`src/rtl/isc_pkg.sv`:
```
// shared types, constants and the residue class decoder for the site classifier
// no dependencies; used by every module in rtl/
package isc_pkg;

  localparam int NUM_CLASSES = 8;
  localparam int CLS_W       = 3;
  localparam int CNT_W       = 13;
  localparam int SUM_W       = 16;
  localparam int COL_W       = 16;
  localparam int CHAR_W      = 8;
  localparam int DEPTH_W     = 13;
  localparam int THRESH_W    = 17;
  localparam int FRAC_W      = 16;
  localparam int CFG_IDX_W   = 2;
  localparam int CFG_DATA_W  = 17;
  localparam int IN_DATA_W   = 16;
  localparam int OUT_DATA_W  = 24;

  localparam logic [CNT_W-1:0]  MAX_SEQUENCES = CNT_W'(4096);
  localparam logic [CHAR_W-1:0] GAP_CHAR      = 8'h2d;

  typedef enum logic [CFG_IDX_W-1:0] {
    REG_MIN_DEPTH      = 2'd0,
    REG_VAR_THRESHOLD  = 2'd1
  } cfg_reg_t;

  typedef enum logic [CLS_W-1:0] {
    CLS_LA = 3'd0, CLS_LT = 3'd1, CLS_LG = 3'd2, CLS_LC = 3'd3,
    CLS_UA = 3'd4, CLS_UT = 3'd5, CLS_UC = 3'd6, CLS_UG = 3'd7
  } cls_code_t;

  typedef struct packed {
    logic      hit;
    cls_code_t idx;
  } cls_t;

  typedef logic [NUM_CLASSES-1:0][CNT_W-1:0] counts_t;

  // finished column handed from the counter to the judge
  typedef struct packed {
    counts_t           counts;
    logic [CHAR_W-1:0] ref_char;
    logic [COL_W-1:0]  col;
  } snap_t;

  // column summary after the reduction stage
  typedef struct packed {
    logic [SUM_W-1:0] sum;
    logic [CNT_W-1:0] mx;
    logic             basic_ok;
    logic [COL_W-1:0] col;
  } red_t;

  function automatic cls_t class_of(input logic [CHAR_W-1:0] ch);
    cls_t c;
    c.hit = 1'b1;
    c.idx = CLS_LA;
    case (ch)
      8'h61:   c.idx = CLS_LA;
      8'h74:   c.idx = CLS_LT;
      8'h67:   c.idx = CLS_LG;
      8'h63:   c.idx = CLS_LC;
      8'h41:   c.idx = CLS_UA;
      8'h54:   c.idx = CLS_UT;
      8'h43:   c.idx = CLS_UC;
      8'h47:   c.idx = CLS_UG;
      default: c.hit = 1'b0;
    endcase
    return c;
  endfunction

endpackage

```
`src/rtl/isc_counter.sv`:
```
// per-class residue counters and column counter; hands each finished column on
// depends on isc_pkg
module isc_counter (
  input  logic                      clk,
  input  logic                      rst_n,
  input  logic                      in_valid,
  output logic                      in_ready,
  input  logic [isc_pkg::CHAR_W-1:0] residue,
  input  logic [isc_pkg::CHAR_W-1:0] ref_char,
  input  logic                      last,
  output logic                      snap_valid,
  input  logic                      snap_ready,
  output isc_pkg::snap_t            snap
);
  import isc_pkg::*;

  counts_t          counts_r, counts_nxt, counts_upd;
  logic [COL_W-1:0] col_r, col_nxt;
  logic             snap_valid_r, snap_valid_nxt;
  snap_t            snap_r;
  cls_t             cls;
  logic             accept;

  assign in_ready = !snap_valid_r || snap_ready;
  assign accept   = in_valid && in_ready;
  assign cls      = class_of(residue);

  always_comb begin
    counts_upd = counts_r;
    if (cls.hit && (counts_r[cls.idx] < MAX_SEQUENCES)) begin
      counts_upd[cls.idx] = counts_r[cls.idx] + CNT_W'(1);
    end
  end

  always_comb begin
    counts_nxt = counts_r;
    col_nxt    = col_r;
    if (accept) begin
      if (last) begin
        counts_nxt = '0;
        col_nxt    = col_r + COL_W'(1);
      end else begin
        counts_nxt = counts_upd;
      end
    end
  end

  always_comb begin
    snap_valid_nxt = snap_valid_r;
    if (in_ready) begin
      snap_valid_nxt = accept && last;
    end
  end

  always_ff @(posedge clk) begin
    if (!rst_n) begin
      counts_r     <= '0;
      col_r        <= '0;
      snap_valid_r <= 1'b0;
    end else begin
      counts_r     <= counts_nxt;
      col_r        <= col_nxt;
      snap_valid_r <= snap_valid_nxt;
    end
  end

  // the last word's residue is counted before the column is snapped
  always_ff @(posedge clk) begin
    if (accept && last) begin
      snap_r.counts   <= counts_upd;
      snap_r.ref_char <= ref_char;
      snap_r.col      <= col_r;
    end
  end

  assign snap_valid = snap_valid_r;
  assign snap       = snap_r;

`ifndef SYNTHESIS
  a_clear_after_last: assert property (@(posedge clk) disable iff (!rst_n)
    (accept && last) |=> (counts_r == '0))
    else $error("class counters not cleared after last word");

  a_col_step: assert property (@(posedge clk) disable iff (!rst_n)
    (accept && last) |=> (col_r == $past(col_r) + COL_W'(1)))
    else $error("column counter did not advance");

  a_col_hold: assert property (@(posedge clk) disable iff (!rst_n)
    !(accept && last) |=> (col_r == $past(col_r)))
    else $error("column counter moved without a last word");
`endif

endmodule

```
`src/rtl/isc_judge.sv`:
```
// column judgment: reduction stage (sum, max, class, depth and gap tests) then
// threshold stage with the result register; depends on isc_pkg
module isc_judge (
  input  logic                         clk,
  input  logic                         rst_n,
  input  logic                         snap_valid,
  output logic                         snap_ready,
  input  isc_pkg::snap_t               snap,
  input  logic [isc_pkg::DEPTH_W-1:0]  min_depth,
  input  logic [isc_pkg::THRESH_W-1:0] var_threshold,
  output logic                         out_valid,
  input  logic                         out_ready,
  output logic [isc_pkg::COL_W-1:0]    column_index,
  output logic                         informative,
  output logic                         high_variability
);
  import isc_pkg::*;

  logic                          red_valid_r;
  red_t                          red_r, red_nxt;
  logic                          out_valid_r;
  logic [COL_W-1:0]              col_r;
  logic                          inf_r, high_r;
  logic                          en_out, en_red;
  logic [SUM_W-1:0]              sum_c;
  logic [CNT_W-1:0]              mx_c;
  logic [NUM_CLASSES-1:0]        present_c, repeated_c;
  logic [SUM_W-1:0]              minor_c;
  logic [FRAC_W+SUM_W:0]         lhs_c, rhs_c;
  logic                          high_c;

  assign en_out     = !out_valid_r || out_ready;
  assign en_red     = !red_valid_r || en_out;
  assign snap_ready = en_red;

  always_comb begin
    sum_c = '0;
    mx_c  = '0;
    for (int k = 0; k < NUM_CLASSES; k++) begin
      sum_c         = sum_c + SUM_W'(snap.counts[k]);
      present_c[k]  = (snap.counts[k] != '0);
      repeated_c[k] = (snap.counts[k] > CNT_W'(1));
      if (snap.counts[k] > mx_c) begin
        mx_c = snap.counts[k];
      end
    end
  end

  always_comb begin
    red_nxt.sum      = sum_c;
    red_nxt.mx       = mx_c;
    red_nxt.col      = snap.col;
    red_nxt.basic_ok = ($countones(present_c) > 1) && ($countones(repeated_c) > 1) &&
                       (sum_c > SUM_W'(min_depth)) && (snap.ref_char != GAP_CHAR);
  end

  // exact test of (sum - max) / sum > threshold / 2^16
  assign minor_c = red_r.sum - SUM_W'(red_r.mx);
  assign lhs_c   = (FRAC_W+SUM_W+1)'({minor_c, {FRAC_W{1'b0}}});
  assign rhs_c   = (FRAC_W+SUM_W+1)'(var_threshold * red_r.sum);
  assign high_c  = red_r.basic_ok && (lhs_c > rhs_c);

  always_ff @(posedge clk) begin
    if (!rst_n) begin
      red_valid_r <= 1'b0;
      out_valid_r <= 1'b0;
    end else begin
      if (en_red) begin
        red_valid_r <= snap_valid;
      end
      if (en_out) begin
        out_valid_r <= red_valid_r;
      end
    end
  end

  always_ff @(posedge clk) begin
    if (en_red && snap_valid) begin
      red_r <= red_nxt;
    end
    if (en_out && red_valid_r) begin
      col_r  <= red_r.col;
      inf_r  <= red_r.basic_ok;
      high_r <= high_c;
    end
  end

  assign out_valid        = out_valid_r;
  assign column_index     = col_r;
  assign informative      = inf_r;
  assign high_variability = high_r;

`ifndef SYNTHESIS
  a_high_needs_inf: assert property (@(posedge clk) disable iff (!rst_n)
    out_valid_r |-> (!high_r || inf_r))
    else $error("high variability flagged on a non-informative column");

  a_stall_holds_red: assert property (@(posedge clk) disable iff (!rst_n)
    (red_valid_r && !en_out) |=> (red_valid_r && $stable(red_r)))
    else $error("reduction stage lost a column during a stall");
`endif

endmodule

```
`src/rtl/informative_site_classifier.sv`:
```
// top level of the parsimony-informative site classifier
// depends on isc_pkg, isc_counter, isc_judge
//
// usage:
//   in_*  : one residue per word, columns streamed one after another.
//           in_tdata[7:0] residue, in_tdata[15:8] reference character,
//           in_tlast marks the last residue of a column.
//   out_* : one word per finished column (only on in_tlast words).
//   cfg_* : register writes, index 0 min_depth, index 1 threshold (Q1.16);
//           other indexes are dropped. cfg_ready is always high.
// timing:
//   one word per cycle sustained while out_tready stays high. the result of a
//   column reaches out_tvalid through the counter snapshot, the reduction
//   stage and the threshold stage with the result register.
//   the threshold stage holds one 17x16 multiply.
// reset: counts, column index and config registers go to zero, no word pending.
// stall: a held result keeps its value; two more finished columns wait in the
//   pipe, and once the counter's snapshot is full in_tready stays low.
module informative_site_classifier (
  input  logic                            clk,
  input  logic                            rst_n,
  input  logic                            in_tvalid,
  output logic                            in_tready,
  input  logic [isc_pkg::IN_DATA_W-1:0]   in_tdata,   // [7:0] residue, [15:8] reference_char
  input  logic                            in_tlast,   // last_in_column
  output logic                            out_tvalid,
  input  logic                            out_tready,
  // [15:0] column_index, [16] informative, [17] high_variability, [23:18] zero
  output logic [isc_pkg::OUT_DATA_W-1:0]  out_tdata,
  input  logic                            cfg_valid,
  output logic                            cfg_ready,
  input  logic [isc_pkg::CFG_IDX_W-1:0]   cfg_index,
  input  logic [isc_pkg::CFG_DATA_W-1:0]  cfg_data
);
  import isc_pkg::*;

  logic [DEPTH_W-1:0]  min_depth_r;
  logic [THRESH_W-1:0] thresh_r;
  logic                snap_valid, snap_ready;
  snap_t               snap;
  logic [COL_W-1:0]    column_index;
  logic                informative, high_variability;

  assign cfg_ready = 1'b1;

  always_ff @(posedge clk) begin
    if (!rst_n) begin
      min_depth_r <= '0;
      thresh_r    <= '0;
    end else if (cfg_valid) begin
      case (cfg_reg_t'(cfg_index))
        REG_MIN_DEPTH:     min_depth_r <= cfg_data[DEPTH_W-1:0];
        REG_VAR_THRESHOLD: thresh_r    <= cfg_data[THRESH_W-1:0];
        default: ;
      endcase
    end
  end

  isc_counter u_counter (
    .clk        (clk),
    .rst_n      (rst_n),
    .in_valid   (in_tvalid),
    .in_ready   (in_tready),
    .residue    (in_tdata[CHAR_W-1:0]),
    .ref_char   (in_tdata[2*CHAR_W-1:CHAR_W]),
    .last       (in_tlast),
    .snap_valid (snap_valid),
    .snap_ready (snap_ready),
    .snap       (snap)
  );

  isc_judge u_judge (
    .clk              (clk),
    .rst_n            (rst_n),
    .snap_valid       (snap_valid),
    .snap_ready       (snap_ready),
    .snap             (snap),
    .min_depth        (min_depth_r),
    .var_threshold    (thresh_r),
    .out_valid        (out_tvalid),
    .out_ready        (out_tready),
    .column_index     (column_index),
    .informative      (informative),
    .high_variability (high_variability)
  );

  assign out_tdata = {(OUT_DATA_W-COL_W-2)'(0), high_variability, informative, column_index};

endmodule

```
`config.mk`:
```
export PLATFORM = sky130hd
export DESIGN_NAME = informative_site_classifier
export DESIGN_NICKNAME = d
export VERILOG_FILES = /design/src/rtl/isc_pkg.sv /design/src/rtl/isc_counter.sv /design/src/rtl/isc_judge.sv /design/src/rtl/informative_site_classifier.sv
export SDC_FILE = /design/constraint.sdc
export NUM_CORES = 2
export LEC_CHECK = 0
export BUFFER_PORTS_ARGS = -buffer_cell sky130_fd_sc_hd__buf_2
export CORE_MARGIN = 8
export CORE_UTILIZATION = 40
export DETAILED_ROUTE_END_ITERATION = 12
export HOLD_SLACK_MARGIN = 0.12
export PLACE_DENSITY = 0.66
export SLEW_MARGIN = 5
export SYNTH_ARGS = -nofsm -noshare
export SYNTH_HDL_FRONTEND = slang
export SYNTH_HIERARCHICAL = 1
export SYNTH_SLANG_ARGS = --single-unit
```
`constraint.sdc`:
```
create_clock -name clk -period 15.1 [get_ports clk]
set_clock_uncertainty 0.15 [all_clocks]
set_input_delay 0.755 -clock clk [delete_from_list [all_inputs] [get_ports clk]]
set_output_delay 0.755 -clock clk [all_outputs]
set_load 0.02 [all_outputs]
```
# Word-level counts from Yosys, hierarchy flattened
# Index checks and enable logic that the tools add are counted.
# W data, S select, Z words.
[op_classes] addsub=24 n_mul=1 div=0 order_cmp=23 eq_ne=10 shifts=0 n_mux=17 n_bitwise=0 n_reduce_logical=29
[op_table] op="$mux W104" count=2
[op_table] op="$add A32 B32 Y32" count=6
[op_table] op="$mux W13" count=10
[op_table] op="$gt A13 B1 Y1 const B" count=9
[op_table] op="$bwmux W104" count=1
[op_table] op="$reduce_bool A13 Y1" count=8
[op_table] op="$add A16 B13 Y16" count=6
[op_table] op="$gt A13 B13 Y1" count=7
[op_table] op="$eq A8 B7 Y1 const B" count=8
[op_table] op="$gt A32 B2 Y1 const B" count=2
[op_table] op="$bmux W13 S3" count=1
[op_table] op="$demux W13 S3" count=1
[op_table] op="$gt A32 B33 Y1" count=1
[op_table] op="$mul A17 B16 Y33" count=1
[op_table] op="$pmux W3 S7" count=1
[op_table] op="$add A1 B1 Y2" count=8
[op_table] op="$add A16 B1 Y16 const B" count=1
[op_table] op="$gt A16 B13 Y1" count=1
[op_table] op="$sub A16 B13 Y16" count=1
[op_table] op="$add A13 B13 Y14" count=1
[op_table] op="$add A13 B1 Y13 const B" count=1
[op_table] op="$lt A13 B13 Y1 const B" count=1
[op_table] op="$logic_and A1 B1 Y1" count=10
[op_table] op="$ne A8 B6 Y1 const B" count=1
[op_table] op="other kinds (9)" count=15
[word_totals] regBits=345 latch_bits=0 mem_bits_rw=0 mem_bits_ro=0 out_inout_bits=27 wordCells=135 mem_count=0

# Longest topological paths before layout
[depth] word_depth=16 depth_mapped=62

# By module
# Netlist, hierarchy kept.
[modules_own_cells] module="isc_judge" n_inst=1 cells_each=2136 area_each_um2=19289.8
[modules_own_cells] module="isc_counter" n_inst=1 cells_each=1001 area_each_um2=10507.6
[modules_own_cells] module="informative_site_classifier" n_inst=1 cells_each=128 area_each_um2=1248.7

# Least setup slack after synthesis
# OpenSTA, ideal clock, no wires.
[synth_path] kind="flip-flop to flip-flop" from="register u_counter.snap_r, in the netlist u_counter/snap[39]" to="register u_judge/red_r[22] in the netlist's numbering, data pin" t_arrival_ns=12.522 path_slack_ns=2.162 path_stages_with_launch=58 n_path_buf=7 synth_period_minus_slack_ns=12.938 cell_sequence="edfxtp_1 -> ha_1 -> a211oi_2 -> o221ai_2 -> a211oi_2 -> buf_4 -> nand3_1 -> and3_1 -> ha_1 -> nand3_1 -> o21bai_1 -> a311o_1 -> a21o_2 -> buf_4 -> a41oi_2 -> inv_1 -> ha_1 -> a21oi_1 -> [22 not listed] -> ha_1 -> a2111oi_0 -> o21ai_1 -> a221oi_1 -> a21oi_1 -> nor2_1 -> clkbuf_1 -> a21oi_1 -> ha_1 -> nor2b_1 -> o21a_1 -> o21a_1 -> o21ai_1 -> a221o_1 -> a21oi_1 -> buf_2 -> mux2i_1 -> o21ai_1"
[synth_via] elab_chain_len=14
[synth_rtl] item="start, declared" line_no="isc_counter.sv:20" text="snap_t snap_r;"
[synth_rtl] item="$gt A13 B13 Y1" line_no="isc_judge.sv:43" text="if (snap.counts[k] > mx_c) begin"
[synth_rtl] item="$mux W13 *" line_no="isc_judge.sv:43"
[synth_rtl] item="$gt A13 B13 Y1" line_no="isc_judge.sv:43"
[synth_rtl] item="$mux W13 *" line_no="isc_judge.sv:43"
[synth_rtl] item="$gt A13 B13 Y1" line_no="isc_judge.sv:43"
[synth_rtl] item="$mux W13 *" line_no="isc_judge.sv:43"
[synth_rtl] item="$gt A13 B13 Y1" line_no="isc_judge.sv:43"
[synth_rtl] item="$mux W13 *" line_no="isc_judge.sv:43"
[synth_rtl] item="$gt A13 B13 Y1" line_no="isc_judge.sv:43"
[synth_rtl] item="$mux W13 *" line_no="isc_judge.sv:43"
[synth_rtl] item="$gt A13 B13 Y1" line_no="isc_judge.sv:43"
[synth_rtl] item="$mux W13 *" line_no="isc_judge.sv:43"
[synth_rtl] item="$gt A13 B13 Y1" line_no="isc_judge.sv:43"
[synth_rtl] item="$mux W13 *" line_no="isc_judge.sv:43"
[synth_rtl] item="via u_judge.mx_c[5]" line_no="isc_judge.sv:26" text="logic [CNT_W-1:0] mx_c;"
[synth_rtl] item="end signal, assigned" line_no="isc_judge.sv:79" text="red_r <= red_nxt;"
[synth_rtl] item="end, declared" line_no="isc_judge.sv:20" text="red_t red_r, red_nxt;"
# Mark *: on every way through the listed nets, which the timed path passes. The rest lies on a longest branch.
# A chain may end at the register's enable or synchronous reset.

# Worst setup path after layout
[layout_path] from="register u_counter.snap_r, in the netlist u_counter/snap[39]" to="register u_judge/red_r[26] in the netlist's numbering, data pin"
# Same word-level chain as after synthesis.

==> results.py <==
metrics = {
    "route": {
        "wirelength_um": 90800,
        "dr.pass1.iters": 7,
        "drt_iter0_drc": 1810,
        "post-route-drc-count": 0,
        "num_vias": 23498,
        "ant_nets": 0,
        "via_per_inst": 5.43,
        "wl_per_cell_um": 21.0,
    },
    "sta": {
        "hold_viol_final": 0,
        "finalSetupViolCount": 0,
        "rsz0062_at_grt": "no",
        "maxSlewHeadroom": 0.247,
        "fin_tns_setup_ns": 0,
        "max_freq_mhz": 71.1,
        "drv_slew": 0,
        "postLayoutSetupSlackWorst_ns": 1.03,
        "tightest_slew_ns": 1.12,
        "finalCritPeriodShare": 0.932,
        "layout_min_cycle_time_ns": 14.07,
    },
    "worst_setup_path": {
        "end_kind": "flip-flop",
        "cp_top_family": "compound AO/OA/AOI/OAI gates",
        "cp_num_buf_inv": 6,
        "crit_path_start_kind": "flip-flop",
        "crit_slowest_cell": "o311ai_0",
        "criticalPathCategory": "flip-flop to flip-flop",
        "path_common_cell": "ha_1",
        "crit_fanout": 24,
        "critPathRequiredTime_ns": 15.26,
        "critPathMaxStageDelay_ns": 0.59,
        "crit_arrival_ns": 14.23,
    },
    "logic_synthesis": {
        "async_flop_share": 0,
        "ys.flop_type": "edfxtp_1",
        "synth_top_area_frac": 0.190,
        "synthCells": 3265,
        "yosysWarningCount": 6,
        "post-synth-top-area-cell": "fa_1",
        "synthDistinctLibCells": 112,
        "ys_seq_elements": 345,
        "seq_area_frac_synth": 0.284,
        "synth_area_leaders": "fa_1 19%, edfxtp_1 19%, ha_1 11%, dfxtp_1 9.9%, nand2_1 5.5%",
        "synthesis.area_um2": 31000,
        "synth_edf_count": 192,
        "syn_area_per_cell_um2": 9.51,
    },
    "cts": {
        "clock_latency_ns": 0.57,
        "clock_path_buffers": 3,
        "clock_sinks": 345,
        "clkTransAtPathRegs_ns": 0.06,
        "cts_inserted_buffers": 37,
        "cts_root_buffer": "clkbuf_16",
        "htree_levels": 2,
        "cts_setup_buffers": 0,
        "cts_tree": "built",
    },
    "die": {
        "core_area_um2": 77200,
        "row_count": 102,
        "die_w_um": 295,
        "dieArea_um2": 86800,
        "start_util": 0.402,
        "die_y_um": 295,
        "io_pins": 68,
    },
    "place": {
        "place_ws_ns": 0.792,
        "portBuffers": 60,
        "routabilityCongestion": 0.992,
        "post-dp-hpwl_um": 71200,
    },
    "power": {
        "leakagePower_uw": 0.0145,
        "peakVddDrop_uv": 132,
        "power_uw": 4280,
        "powerDensity_nw_per_um2": 128,
    },
    "min_path": {
        "hp-class": "primary input to flip-flop",
    },
    "layout": {
        "synthToLayoutAreaGrowth_pct": 8.12,
        "finalNetCount": 3858,
        "drive_gt1_frac": 0.0857,
        "final_cell_mix": "456 x nand2_1, 431 x inv_1, 294 x fa_1",
        "n_antenna_cell": 0,
        "nFillCells": 7508,
        "layout_commonest_cell": "nand2_1",
    },
    "global_route": {
        "grt_max_degree": 71,
        "grt_pass1_vias": 23985,
        "antenna_found_initial": 0,
        "grt_first_pass_wirelength_um": 141000,
        "track_usage": 0.209,
        "gr-total-overflow": 0,
    },
    "run_status": {
        "status": "finished clean",
    },
    "job": {
        "maxCapViolCount": 0,
    },
}
==> timing repair <==
action	CTS	global route
hold buffers	0	0
setup endpoints to repair	0	13
resized for setup	0	4
==> state kept, by name, indices dropped and copies added, names as in the netlist, 13 cells and up <==
name / cells
u_judge/red_r: 46
thresh_r: 17
u_judge/column_index: 16
u_counter/snap: 128
min_depth_r: 13
u_counter/col_r: 16
u_counter/counts_r: 104
==> metal layers <==
metal  vias to the layer above  track usage  part of all wire
met1                     11438        0.273              0.43
met3                       198       0.0264             0.059
met4                         0       0.0969             0.053
met2                       832        0.344              0.46
li1                      11030            -                 -
met5                         -            0                 0
==> worst register-to-register path: cells and delay by family (launching register included) <==
kind                       cells  cell delay (ns)
AOI/OAI and AO/OA             30             7.79
adders and majority gates      7             2.02
buffers and inverters          6             1.21
DFF                            1             0.50
muxes                          2             0.57
and+or+nand+nor                8             1.57
==> logic make-up (layout without fill, tap and decap cells) <==
| group | after synthesis | count (layout) | share of synthesized area |
|---|---|---|---|
| DFF | 345 | 345 | 0.284 |
| buffers and inverters | 585 | 605 | 0.0756 |
| AOI/OAI and AO/OA | 570 | 570 | 0.123 |
| other | 2 | 7 | 0.000242 |
| and+or+nand+nor | 1027 | 1027 | 0.163 |
| xor gates and xnor gates | 73 | 73 | 0.0206 |
| muxes | 107 | 107 | 0.0383 |
| adders and majority gates | 556 | 556 | 0.295 |
==> layout make-up <==
class,count,area [um^2],share of cell area
sequential,345,8830,0.263
clock buffer,54,1060,0.0316
tap,1040,1300,0.0388
clock inverter,14,214,0.00637
inverter,443,1670,0.0496
multi-input combinational,2340,19900,0.594
timing repair buffer,94,558,0.0166
==> path summary, 6_finish.rpt <==
check             slack [ns]  cells after the start                           end                         start
hold reg to reg         0.26                      0    u_judge/red_r[0]$_DFFE_PP_   u_counter/snap[0]$_DFFE_PP_
setup reg to reg        1.03                     53   u_judge/red_r[26]$_DFFE_PP_  u_counter/snap[39]$_DFFE_PP_
hold / removal          0.21                      1  u_counter/snap[17]$_DFFE_PP_                   in_tdata[9]
setup / recovery        1.03                     53   u_judge/red_r[26]$_DFFE_PP_  u_counter/snap[39]$_DFFE_PP_
==> through the flow <==
| stage | std cells | util | hold WS (ns) | instance area, um^2 |
|---|---|---|---|---|
| floorplan | 3270 | - | 0.250 | 31100 |
| global placement | 4262 | 0.418 | 0.253 | 32300 |
| detailed placement | 4262 | 0.418 | 0.255 | 32300 |
| CTS | 4330 | 0.434 | 0.179 | 33500 |
| global route | 4330 | 0.435 | 0.187 | 33600 |
| finish | 4330 | 0.435 | 0.209 | 33600 |
==> power by group <==
| group | switching (uW) | total [uW] | internal, uW |
|---|---|---|---|
| sequential | 123 | 1200 | 1080 |
| combinational | 1220 | 2130 | 915 |
| clock | 394 | 946 | 552 |
| total | 1740 | 4280 | 2550 |
==> Yosys cell counts (25+ instances only) <==
cell        n
nand2_1   456
inv_1     432
fa_1      294
ha_1      262
edfxtp_1  192
o21ai_0   157
dfxtp_1   153
a21oi_1   128
nor2_1    125
and2_1    123
clkbuf_1   88
mux2i_1    70
nand3_1    57
xnor2_1    51
nor2b_1    40
nor4_1     39
nor3_1     36
o21ai_1    32
nand4_1    31
a21o_1     30
buf_2      30
and3_1     25
(Power assumes the default switching activity.)
